[src/design/sld_pkg.sv]
// Shared types, codes and default sizes of the server load dispatcher.
package sld_pkg;

    localparam int DEF_QUEUE_DEPTH = 128;
    localparam int DEF_NUM_SERVERS = 3;

    localparam logic [2:0] LIMIT_RESET = 3'd5;

    localparam logic [1:0] KIND_OTHER    = 2'd0;
    localparam logic [1:0] KIND_REQUEST  = 2'd1;
    localparam logic [1:0] KIND_RESPONSE = 2'd2;

    typedef enum logic [2:0] {
        ACT_PASS    = 3'd0,
        ACT_FORWARD = 3'd1,
        ACT_SEND    = 3'd2,
        ACT_QUEUED  = 3'd3,
        ACT_DROP    = 3'd4
    } action_t;

    typedef enum logic {
        ST_IDLE,
        ST_EXEC
    } state_t;

endpackage

[src/design/sld_ram.sv]
// Generic single-port-write, single-port-read RAM with a registered read.
module sld_ram #(
    parameter int WIDTH = 8,
    parameter int DEPTH = 128,
    parameter int ADDR_W = (DEPTH > 1) ? $clog2(DEPTH) : 1
) (
    input  logic              clk,
    input  logic              wr_en,
    input  logic [ADDR_W-1:0] wr_addr,
    input  logic [WIDTH-1:0]  wr_data,
    input  logic [ADDR_W-1:0] rd_addr,
    output logic [WIDTH-1:0]  rd_data
);

    logic [WIDTH-1:0] mem_reg [DEPTH];

    always_ff @(posedge clk)
    begin
        if (wr_en)
        begin
            mem_reg[wr_addr] <= wr_data;
        end
        rd_data <= mem_reg[rd_addr];
    end

endmodule

[src/design/server_load_dispatcher.sv]
// Server load dispatcher: picks a server for each client request, or queues its byte.
//
// Each accepted beat is taken into the input registers in ST_IDLE, while the head
// entry of the request queue is read from its RAM; in ST_EXEC the decision is made,
// the busy counts and queue pointers are updated and the result is loaded into the
// output register. The registered read of the queue RAM is why the decision waits
// for ST_EXEC. A result that waits in the output register holds the block in
// ST_EXEC until it is taken, so a stalled output also holds back the next beat. The
// queue needs no clearing after reset; thread_limit can be written at any time the
// block is idle and its write is always taken at once.
module server_load_dispatcher
    import sld_pkg::*;
#(
    parameter int QUEUE_DEPTH = DEF_QUEUE_DEPTH,
    parameter int NUM_SERVERS = DEF_NUM_SERVERS,
    parameter int SID_W = (NUM_SERVERS > 1) ? $clog2(NUM_SERVERS) : 1
) (
    input  logic             clk,
    input  logic             rst_n,
    input  logic             cfg_valid,
    output logic             cfg_ready,
    input  logic [2:0]       thread_limit,
    input  logic             in_valid,
    output logic             in_stall,
    input  logic [1:0]       kind,
    input  logic [SID_W-1:0] server_id,
    input  logic             payload_present,
    input  logic [7:0]       request_byte,
    output logic             out_valid,
    input  logic             out_stall,
    output logic [2:0]       action,
    output logic [SID_W-1:0] target_server,
    output logic [7:0]       send_byte
);

    localparam int PTR_W  = $clog2(QUEUE_DEPTH);
    localparam int FILL_W = $clog2(QUEUE_DEPTH + 1);
    localparam logic [PTR_W-1:0]  PTR_LAST   = PTR_W'(QUEUE_DEPTH - 1);
    localparam logic [FILL_W-1:0] FILL_FULL  = FILL_W'(QUEUE_DEPTH);

    state_t state_reg, state_next;

    logic [2:0]        limit_reg;
    logic [2:0]        busy_reg [NUM_SERVERS];
    logic [2:0]        busy_next [NUM_SERVERS];
    logic [PTR_W-1:0]  head_reg, tail_reg;
    logic [FILL_W-1:0] fill_reg;

    logic [1:0]        kind_reg;
    logic [SID_W-1:0]  sid_reg;
    logic              payload_reg;
    logic [7:0]        byte_reg;

    logic              out_valid_reg;
    action_t           action_reg, action_next;
    logic [SID_W-1:0]  target_reg, target_next;
    logic [7:0]        send_reg, send_next;

    logic              accept;
    logic              fire;
    logic              push, pop;
    logic [7:0]        head_data;

    assign cfg_ready     = 1'b1;
    assign in_stall      = (state_reg != ST_IDLE);
    assign accept        = in_valid && !in_stall;
    assign fire          = (state_reg == ST_EXEC) && (!out_valid_reg || !out_stall);
    assign out_valid     = out_valid_reg;
    assign action        = action_reg;
    assign target_server = target_reg;
    assign send_byte     = send_reg;

    // The head is read every cycle; it only moves in a decision cycle, so the
    // data seen there always belongs to the current head.
    sld_ram #(
        .WIDTH (8),
        .DEPTH (QUEUE_DEPTH),
        .ADDR_W(PTR_W)
    ) u_queue_ram (
        .clk    (clk),
        .wr_en  (push),
        .wr_addr(tail_reg),
        .wr_data(byte_reg),
        .rd_addr(head_reg),
        .rd_data(head_data)
    );

    always_comb
    begin
        logic             found;
        logic [SID_W-1:0] pick;
        logic             sid_ok;
        logic [2:0]       cur;

        found       = 1'b0;
        pick        = '0;
        sid_ok      = (int'(sid_reg) < NUM_SERVERS);
        cur         = '0;
        state_next  = state_reg;
        action_next = ACT_PASS;
        target_next = '0;
        send_next   = '0;
        push        = 1'b0;
        pop         = 1'b0;
        for (int i = 0; i < NUM_SERVERS; i++)
        begin
            busy_next[i] = busy_reg[i];
            if (sid_reg == SID_W'(i))
            begin
                cur = busy_reg[i];
            end
        end

        case (state_reg)
            ST_IDLE:
            begin
                if (accept)
                begin
                    state_next = ST_EXEC;
                end
            end
            ST_EXEC:
            begin
                if (fire)
                begin
                    state_next = ST_IDLE;
                end
                case (kind_reg)
                    KIND_REQUEST:
                    begin
                        if (payload_reg)
                        begin
                            // Lowest-numbered server below the limit wins.
                            for (int i = NUM_SERVERS - 1; i >= 0; i--)
                            begin
                                if (busy_reg[i] < limit_reg)
                                begin
                                    found = 1'b1;
                                    pick  = SID_W'(i);
                                end
                            end
                            if (found)
                            begin
                                action_next = ACT_FORWARD;
                                target_next = pick;
                                for (int i = 0; i < NUM_SERVERS; i++)
                                begin
                                    if (pick == SID_W'(i))
                                    begin
                                        busy_next[i] = busy_reg[i] + 3'd1;
                                    end
                                end
                            end
                            else if (fill_reg < FILL_FULL)
                            begin
                                action_next = ACT_QUEUED;
                                push        = fire;
                            end
                            else
                            begin
                                action_next = ACT_DROP;
                            end
                        end
                    end
                    KIND_RESPONSE:
                    begin
                        if (sid_ok && (cur != 3'd0))
                        begin
                            if ((fill_reg != '0) && (cur < limit_reg))
                            begin
                                // A response without a payload slot cannot
                                // carry the queued byte, so the byte stays.
                                if (payload_reg)
                                begin
                                    action_next = ACT_SEND;
                                    target_next = sid_reg;
                                    send_next   = head_data;
                                    pop         = fire;
                                end
                                else
                                begin
                                    action_next = ACT_DROP;
                                end
                            end
                            else
                            begin
                                for (int i = 0; i < NUM_SERVERS; i++)
                                begin
                                    if (sid_reg == SID_W'(i))
                                    begin
                                        busy_next[i] = busy_reg[i] - 3'd1;
                                    end
                                end
                            end
                        end
                    end
                    default:
                    begin
                        action_next = ACT_PASS;
                    end
                endcase
            end
            default:
            begin
                state_next = ST_IDLE;
            end
        endcase
    end

    always_ff @(posedge clk or negedge rst_n)
    begin
        if (!rst_n)
        begin
            state_reg     <= ST_IDLE;
            limit_reg     <= LIMIT_RESET;
            head_reg      <= '0;
            tail_reg      <= '0;
            fill_reg      <= '0;
            out_valid_reg <= 1'b0;
            for (int i = 0; i < NUM_SERVERS; i++)
            begin
                busy_reg[i] <= '0;
            end
        end
        else
        begin
            state_reg <= state_next;
            if (cfg_valid && cfg_ready)
            begin
                limit_reg <= thread_limit;
            end
            if (fire)
            begin
                out_valid_reg <= 1'b1;
                for (int i = 0; i < NUM_SERVERS; i++)
                begin
                    busy_reg[i] <= busy_next[i];
                end
            end
            else if (!out_stall)
            begin
                out_valid_reg <= 1'b0;
            end
            if (push)
            begin
                tail_reg <= (tail_reg == PTR_LAST) ? '0 : tail_reg + PTR_W'(1);
                fill_reg <= fill_reg + FILL_W'(1);
            end
            if (pop)
            begin
                head_reg <= (head_reg == PTR_LAST) ? '0 : head_reg + PTR_W'(1);
                fill_reg <= fill_reg - FILL_W'(1);
            end
        end
    end

    always_ff @(posedge clk)
    begin
        if (accept)
        begin
            kind_reg    <= kind;
            sid_reg     <= server_id;
            payload_reg <= payload_present;
            byte_reg    <= request_byte;
        end
        if (fire)
        begin
            action_reg <= action_next;
            target_reg <= target_next;
            send_reg   <= send_next;
        end
    end

endmodule

[config.mk]
export PLATFORM = sky130hd
export DESIGN_NAME = server_load_dispatcher
export DESIGN_NICKNAME = d
export VERILOG_FILES = /design/src/design/sld_pkg.sv /design/src/design/sld_ram.sv /design/src/design/server_load_dispatcher.sv
export SDC_FILE = /design/constraint.sdc
export NUM_CORES = 1
export LEC_CHECK = 0
export BUFFER_PORTS_ARGS = -buffer_cell sky130_fd_sc_hd__buf_2
export CAP_MARGIN = 20
export CORE_MARGIN = 2
export CORE_UTILIZATION = 30
export CTS_CLUSTER_DIAMETER = 30
export CTS_CLUSTER_SIZE = 40
export DETAILED_ROUTE_END_ITERATION = 6
export SLEW_MARGIN = 20
export SYNTH_ARGS = -nofsm -noshare
export SYNTH_HDL_FRONTEND = slang
export SYNTH_SLANG_ARGS = --single-unit
[constraint.sdc]
create_clock -name clk -period 4.49 [get_ports clk]
set_input_delay 0.2245 -clock clk [delete_from_list [all_inputs] [get_ports clk]]
set_output_delay 0.2245 -clock clk [all_outputs]
set_load 0.005 [all_outputs]
==> qor.yml <==
clocking:
  cts_tree: "built"
  insertion_delay_ns: 0.78
  cts-buffers-inserted: 201
  post-cts-setup-buffer-count: 0
  htreeDepth: 4
  cts_sinks: 1094
  cts_root_buf: "clkbuf_16"
  clk_pin_slew_ns: 0.06
  clk_path_buf_depth: 3
synthesis:
  syn-instance-count: 2060
  synth_top_flop_cell: "edfxtp_1"
  synth_edf_count: 1050
  synth.yosys.warnings: 0
  synth_top_area_share_pct: 73.4
  synth_top_area_cell: "edfxtp_1"
  ys_async_sr_fraction_pct: 3.29
  synth.cell_area_um2: 43000
  synth-seq-cells: 1094
  ys_seq_area_share_pct: 75.8
  synth_cell_type_count: 63
  synth_nets: 2103
  postSynthAreaPerCell_um2: 20.9
  ys_top_cells_by_area: "edfxtp_1 (73%), mux4_2 (14%), dfrtp_1 (2.0%), nor2_1 (1.4%), mux2i_1 (1.3%)"
routing:
  vias_per_cell: 5.01
  drtIter0Drc: 2436
  drc_errors: 0
  wl_per_cell_um: 24.0
  vias: 21888
  ant_nets: 0
  first_pass_iters: 5
  route.final.wire_length_mm: 105
final_layout:
  syn_to_final_growth_pct: 23.1
  fin_area_um2: 52900
  largest_reg_flops: 1024
  layout_commonest_cell: "edfxtp_1"
  drive_above_1_share_pct: 29.7
  mostFrequentLayoutCells: "edfxtp_1 (1050), mux4_2 (263), clkbuf_16 (203)"
  n_fill_cell: 12742
  stdcell_count: 4365
  nets: 2345
  antenna_cells: 0
timing:
  worst_pin_slew_ns: 1.05
  whs_ns: 0.0663
  fin_tns_setup_ns: 0
  setup_viol: 0
  rsz0062_at_grt: "false"
  hold_viol: 0
  finalMaxSlewViolations: 0
  max_freq_ghz: 0.265
  clock_skew_ns: 0.0300
  layout_worst_path_cycle_share_pct: 84.0
  min_period_ns: 3.77
  maxSlewHeadroom_pct: 30.0
critical_path:
  max_stage_delay_ns: 0.52
  rr_endpoint: "fill_reg[7]$_DFFE_PN0P_"
  critical_path.max_fanout: 10
  endpoint: "fill_reg[7]$_DFFE_PN0P_"
  worstPathArrival_ns: 4.47
  rr_worst_depth: 16
  r2r-start: "sid_reg[1]$_DFFE_PP_"
  path_class: "reg2reg"
  cp_cell_sequence: "mux2i_1, o2bb2ai_1, ha_1, o21a_1, a21o_1, nor3b_1, nand2_1, inv_1, buf_4, ha_1, a21oi_1, o21ai_0, o41ai_1, nand3_1, o31ai_1, xor2_1"
  critPathLaunchType: "register"
  slowest_stage: "edfxtp_1"
  crit_top_cell: "ha_1"
  critPathLaunch: "sid_reg[1]$_DFFE_PP_"
  crit_required_ns: 5.18
  r2r_setup_slack_ns: 0.72
  endpoint_kind: "register"
global_route:
  grt_usage_pct: 14.2
  grt_pass1_vias: 22558
  antenna_found_initial: 5
  grt_pass1_wl_mm: 154
  grt_overflow: 0
  grt_max_degree: 129
status:
  status: "completed"
floorplanning:
  num_io_pins: 37
  core_region_area_um2: 142000
  die_area_um2: 146000
  die_y_um: 383
  die_x_um: 383
  initial_core_util_pct: 30.3
  row_count: 138
hold_path:
  min_path_type: "in2reg"
flow_run:
  drv_cap: 0
pwr:
  ir_drop_uv: 372
  p_total_mw: 28.9
  power_leakage_nw: 16.7
  power.density_nw_per_um2: 546
placed_design:
  gp_congestion: 0.880
  placed_cell_area_um2: 45800
  io_buffers: 35
  placed_cells: 3970
  dpl.hpwl_mm: 63.2
==> through the flow <==
step | util, % | setup WS [ns]
final | 37.3 | 0.717
after global routing | 37.3 | 0.386
after CTS | 37.3 | 0.707
after detailed placement | 32.3 | 0.745
after global placement | 32.3 | 0.718
after floorplan | - | 0.531
==> what timing repair did <==
action / 4_1_cts / 5_1_grt
gates resized for setup: 0 / 0
hold buffers: 19 / 0
hold endpoints to repair: 63 / 0
==> where the power goes <==
group	total [mW]	internal (mW)	switching (mW)
Sequential	11.5	11.4	0.142
Clock	15.1	9.74	5.40
Combinational	2.22	1.02	1.20
Total	28.9	22.1	6.74
==> how the worst min path moves through the flow <==
| stage | slack (ns) | cells past startpoint | startpoint | endpoint |
|---|---|---|---|---|
| global placement | 0.38 | 1 | rst_n | limit_reg[1]$_DFFE_PN0P_ |
| global route | 0.06 | 3 | in_valid | payload_reg$_DFFE_PP_ |
| detailed placement | 0.40 | 1 | rst_n | limit_reg[1]$_DFFE_PN0P_ |
| CTS | 0.03 | 3 | in_valid | payload_reg$_DFFE_PP_ |
| finish | 0.07 | 3 | in_valid | payload_reg$_DFFE_PP_ |
| floorplan | -0.07 | 0 | rst_n | busy_reg[0]$_DFFE_PN0P_ |
==> cell type report <==
| class | instances | area [um2] | share of cell area (%) |
|---|---|---|---|
| clock buffers | 224 | 5160 | 9.75 |
| clock inverters | 152 | 1780 | 3.36 |
| inverters | 21 | 78.8 | 0.149 |
| multi-input cells | 840 | 9740 | 18.4 |
| flip-flops and latches | 1094 | 32600 | 61.6 |
| well taps | 1890 | 2360 | 4.47 |
| repair buffers | 144 | 1190 | 2.25 |
==> routing by layer <==
metal	up-vias	global-route usage (%)	part of all wire [%]
met3	170	3.12	7.8
met1	11577	19.2	42
li1	9103	-	-
met5	-	0	0.019
met4	2	4.59	2.4
met2	1036	22.8	48
==> cell usage after synthesis (all sizes together) (18+ instances only) <==
| cell | number |
|---|---|
| a22oi | 20 |
| edfxtp | 1050 |
| dfrtp | 34 |
| inv | 20 |
| mux4 | 272 |
| ha | 18 |
| mux2i | 55 |
| nor2 | 156 |
| clkbuf | 47 |
| nor3 | 19 |
| nand2 | 54 |
| buf | 58 |
| o21ai | 29 |
| a221oi | 20 |
| xnor2 | 18 |
| a21oi | 27 |
==> worst max-delay path: cells and delay by family, from the launching register on <==
kind            cells  cell delay, ns
flops               1            0.52
compound gates      7            1.53
buf+inv             2            0.25
mux                 1            0.17
fa+ha+maj           2            0.57
xor+xnor            1            0.16
simple gates        3            0.48
==> kinds of logic (layout without fill, tap and decap cells) <==
group | count (synthesis) | in the layout | synth area share, %
XOR/XNOR | 23 | 23 | 0.469
other | 1 | 1 | 0.00872
AO/OA/AOI/OAI | 167 | 167 | 2.70
AND/OR/NAND/NOR | 294 | 294 | 2.99
buffers and inverters | 126 | 541 | 1.52
flip-flops | 1094 | 1094 | 75.8
multiplexers | 333 | 333 | 15.8
adder cells (fa/ha/maj) | 22 | 22 | 0.710
Note: power is estimated with default switching activity, not from simulation.
